### src/rtl/core/mi4_pkg.sv
package mi4_pkg;

  localparam int FRAC_BITS_DEF = 16;
  localparam int OPW = 33;
  localparam int PW = 2 * OPW;
  localparam int PRW = 65;
  localparam int CW = 97;
  localparam int ACC_W = 136;

  localparam logic [1:0] SUB_P1 = 2'd0;
  localparam logic [1:0] SUB_P2 = 2'd1;
  localparam logic [1:0] SUB_L0 = 2'd2;
  localparam logic [1:0] SUB_L1 = 2'd3;

  localparam logic [1:0] SEL_P = 2'd0;
  localparam logic [1:0] SEL_Q = 2'd1;
  localparam logic [1:0] SEL_S = 2'd2;
  localparam logic [1:0] SEL_T = 2'd3;

  localparam logic [3:0] LAST_STEP_COF = 4'd11;
  localparam logic [3:0] LAST_STEP_DET = 4'd15;
  localparam logic [3:0] LAST_ELEM = 4'd15;

  typedef struct packed {
    logic [3:0] elem_index;
    logic signed [31:0] elem_value;
    logic go;
  } in_item_t;

  typedef struct packed {
    logic [3:0] out_index;
    logic signed [31:0] out_value;
    logic singular;
    logic last;
  } out_item_t;

  typedef enum logic [2:0] {
    ST_IDLE,
    ST_COF,
    ST_DET,
    ST_CHECK,
    ST_SING,
    ST_DIV_GO,
    ST_DIV_WAIT
  } st_t;

  typedef enum logic [2:0] {
    DV_IDLE,
    DV_ABS,
    DV_LOAD,
    DV_ITER,
    DV_FIN
  } dv_st_t;

  // 3x3 minor position of each operand of an expansion term
  function automatic logic [3:0] term_idx(input logic [1:0] j, input logic [1:0] sel);
    logic [3:0] r;
    r = 4'd0;
    unique case (sel)
      SEL_P: r = (j == 2'd0) ? 4'd4 : 4'd3;
      SEL_Q: r = (j == 2'd2) ? 4'd7 : 4'd8;
      SEL_S: r = (j == 2'd2) ? 4'd4 : 4'd5;
      SEL_T: r = (j == 2'd0) ? 4'd7 : 4'd6;
      default: r = 4'd0;
    endcase
    return r;
  endfunction

  // element address of minor position k for the cofactor at (r, c)
  function automatic logic [3:0] minor_addr(input logic [3:0] rc, input logic [3:0] k);
    logic [1:0] kr;
    logic [1:0] kc;
    logic [2:0] rr;
    logic [2:0] cc;
    kr = 2'd0;
    kc = 2'd0;
    unique case (k)
      4'd0: begin kr = 2'd0; kc = 2'd0; end
      4'd1: begin kr = 2'd0; kc = 2'd1; end
      4'd2: begin kr = 2'd0; kc = 2'd2; end
      4'd3: begin kr = 2'd1; kc = 2'd0; end
      4'd4: begin kr = 2'd1; kc = 2'd1; end
      4'd5: begin kr = 2'd1; kc = 2'd2; end
      4'd6: begin kr = 2'd2; kc = 2'd0; end
      4'd7: begin kr = 2'd2; kc = 2'd1; end
      4'd8: begin kr = 2'd2; kc = 2'd2; end
      default: begin kr = 2'd0; kc = 2'd0; end
    endcase
    rr = (kr >= rc[3:2]) ? {1'b0, kr} + 3'd1 : {1'b0, kr};
    cc = (kc >= rc[1:0]) ? {1'b0, kc} + 3'd1 : {1'b0, kc};
    return {rr[1:0], cc[1:0]};
  endfunction

endpackage

### src/rtl/core/mi4_mul.sv
module mi4_mul (
  input  logic                             clk,
  input  logic signed [mi4_pkg::OPW-1:0]   a,
  input  logic signed [mi4_pkg::OPW-1:0]   b,
  output logic signed [mi4_pkg::PW-1:0]    prod
);

  always_ff @(posedge clk) begin
    prod <= a * b;
  end

endmodule

### config.mk
export PLATFORM = sky130hd
export DESIGN_NAME = mi4_mul
export DESIGN_NICKNAME = d
export VERILOG_FILES = /design/src/rtl/core/mi4_pkg.sv /design/src/rtl/core/mi4_mul.sv
export SDC_FILE = /design/constraint.sdc
export NUM_CORES = 2
export LEC_CHECK = 0
export BUFFER_PORTS_ARGS = -buffer_cell sky130_fd_sc_hd__buf_2
export CORE_ASPECT_RATIO = 1.4
export CORE_MARGIN = 10
export CORE_UTILIZATION = 45
export CTS_CLUSTER_DIAMETER = 50
export DETAILED_ROUTE_END_ITERATION = 7
export GPL_ROUTABILITY_DRIVEN = 0
export GPL_TIMING_DRIVEN = 1
export PLACE_DENSITY = 0.67
export SYNTH_ARGS = -nofsm -noshare
export SYNTH_HDL_FRONTEND = slang
export SYNTH_SLANG_ARGS = --single-unit
### constraint.sdc
create_clock -name clk -period 12.4 [get_ports clk]
set_clock_uncertainty 0.2 [all_clocks]
set_input_delay 1.86 -clock clk [delete_from_list [all_inputs] [get_ports clk]]
set_output_delay 1.86 -clock clk [all_outputs]
set_load 0.02 [all_outputs]
==> run_results.csv <==
group,metric,value,unit
outcome,outcome,"finished, final reports clean",
global_routing,grt_start_max_net_pins,34,
final_layout,area_growth,4.32,%
sta,tightest_slew,1060,ps
final_layout,finish.utilization,47.3,%
global_routing,track_usage,23.4,%
job,maxCapViolCount,0,
cts,cts_resized,0,
cts,clock-root-buffer,"clkbuf_16",
setup_path,start_kind,"input port",
floorplanning,die_h,376,µm
final_layout,layout.nets,5709,
setup_path,cp.required,12460,ps
cts,numCtsBuffers,9,
route,drt_wl_total,117000,µm
setup_path,path_max_fanout,33,
cts,htreeDepth,3,
synthesis,synthesis.nets,5767,
cts,hold_buffers,0,
final_layout,largest_reg_flops,66,
setup_path,cp.arrival,9920,ps
floorplanning,die_x,274,µm
final_layout,drive_above_1_share,4.78,%
place,io_buffer_count,132,
final_layout,top_regs,"prod: 66 flops",
synthesis,ys_seq_area_share,3.24,%
floorplanning,ios,133,
min_path,hold_path_class,"in -> reg",
sta,finalSetupViolCount,0,
cts,clkTransAtPathRegs,70,ps
floorplanning,rows,130,
global_routing,grt_pass1_wl,183000,µm
sta,hold_violations,0,
synthesis,synth_edf_count,0,
final_layout,instances_no_fill,5476,
sta,layout_min_cycle_time,9860,ps
route,viasPerCell,5.31,
sta,slew_viol_final,0,
synthesis,ys_types,80,
final_layout,mostFrequentLayoutCells,"1145 x fa_1, 1130 x inv_1, 562 x and2_1",
cts,cts_tree,"built",
route,drc,0,
setup_path,cpMaxStageDelayCell,"fa_1",
setup_path,path_common_cell,"fa_1",
route,via_count,29100,
cts,clock_sinks,66,
floorplanning,initial_utilization,45.4,%
synthesis,syn_area_per_cell,9.39,µm²
route,ant_nets,0,
min_path,worstHoldPathCells,2,
sta,slew_headroom,29.3,%
sta,fin_setup_tns,0,ps
synthesis,synth_top_flop_cell,"dfxtp_1",
synthesis,synth-async-reset-ratio,0,%
sta,fin_ws,2540,ps
synthesis,postSynthCellCount,4338,
sta,min_period_over_period,79.5,%
route,wl_per_cell,21.3,µm
floorplanning,die-area,103000,µm²
synthesis,syn_area,40700,µm²
sta,rsz0062_at_grt,"false",
global_routing,gr-total-overflow,0,
setup_path,path_class,"in -> reg",
synthesis,yosys_register_bits,66,
global_routing,antenna_found_initial,7,
setup_path,cp_cell_sequence,"buf_2 > nand2_1 > inv_1 > fa_1 > fa_1 > fa_1 > fa_1 > fa_1 > fa_1 > fa_1 > inv_1 > fa_1 > inv_1 > ha_1 > and3_1 > nand3_1 > nand2b_1 > a2111oi_4 > a211oi_4 > a21oi_2 > nor4b_2 > a311oi_1",
place,dp_slack,2220,ps
setup_path,end_kind,"flop",
route,firstDrtPassIters,5,
final_layout,layout_commonest_cell,"fa_1",
place,dp_hpwl,95700,µm
global_routing,first_global_vias,32700,
cts,clockBufferDepth,2,
setup_path,slowest_delay,1240,ps
floorplanning,core,89800,µm²
place,place_inst,5457,
sta,max_clock_freq,0.101,GHz
cts,post_cts_buffers,0,
synthesis,yosys_warnings,0,
final_layout,top_register,"prod",
route,drt_iter0_drc,1515,
-- Yosys cell counts, types with 5 or more instances --
master,number,area (µm²)
fa_1,1145,22900
inv_1,1131,4250
and2_1,562,3520
nand2_1,551,2070
ha_1,217,2720
clkbuf_1,208,781
nor2_1,68,255
dfxtp_1,66,1320
a21oi_1,57,285
xnor2_1,43,377
a21o_1,36,270
nand3_1,25,125
o21ai_0,25,125
xor2_1,25,219
nand2b_1,12,75.1
buf_2,11,55.1
nand4_1,11,68.8
o21bai_1,11,82.6
a31oi_1,8,50.1
a211oi_1,7,52.6
nor3_1,7,35.0
a211o_1,6,52.6
o21a_1,6,45.0
o21ai_1,6,30.0
and3_1,5,31.3
and4_1,5,43.8
nor2b_1,5,31.3
-- cells by family after synthesis --
| logic type | after synthesis | synth area share (%) |
|---|---|---|
| buffers and inverters | 1352 | 12.5 |
| XOR/XNOR | 68 | 1.46 |
| adder cells (fa/ha/maj) | 1362 | 62.9 |
| AND/OR/NAND/NOR | 1271 | 15.8 |
| flip-flops | 66 | 3.24 |
| AO/OA/AOI/OAI | 219 | 4.07 |
-- path summary, 6_finish.rpt --
path | start | end | slack [ps]
min | b[0] | prod[0]$_DFF_P_ | 1790
max | a[32] | prod[58]$_DFF_P_ | 2540
-- area by class of cell --
type | instances | area [µm²]
fillers | 8614 | 47300
multi-input cells | 2920 | 34300
inverters | 1131 | 4250
well taps | 1188 | 1490
flip-flops and latches | 66 | 1320
repair buffers | 152 | 811
clock buffers | 9 | 225
clock inverters | 7 | 81.3
diodes | 3 | 7.51
-- per-layer routing --
layer / vias to the layer above / global-route usage (%) / part of all wire, %
met4: 6 / 20.8 / 11
met3: 476 / 2.55 / 4.2
met2: 1000 / 42.8 / 54
li1: 12200 / - / -
met1: 15400 / 23.0 / 31
met5: - / 0 / 0.030
-- per-stage QoR --
stage	area [µm²]	hold WS (ps)
after floorplan	40700	1790
after global placement	42200	2080
after detailed placement	42200	2080
after CTS	42500	1790
after global routing	42500	1810
final	42500	1790
-- critical path, delay by kind of cell --
kind | cells | cell delay [ps]
fa+ha+maj | 9 | 5520
compound gates | 4 | 910
simple gates | 5 | 850
buf+inv | 4 | 740
Power is not shown: default switching activity piles up to over one toggle a cycle in this logic, so the estimate is an artifact.
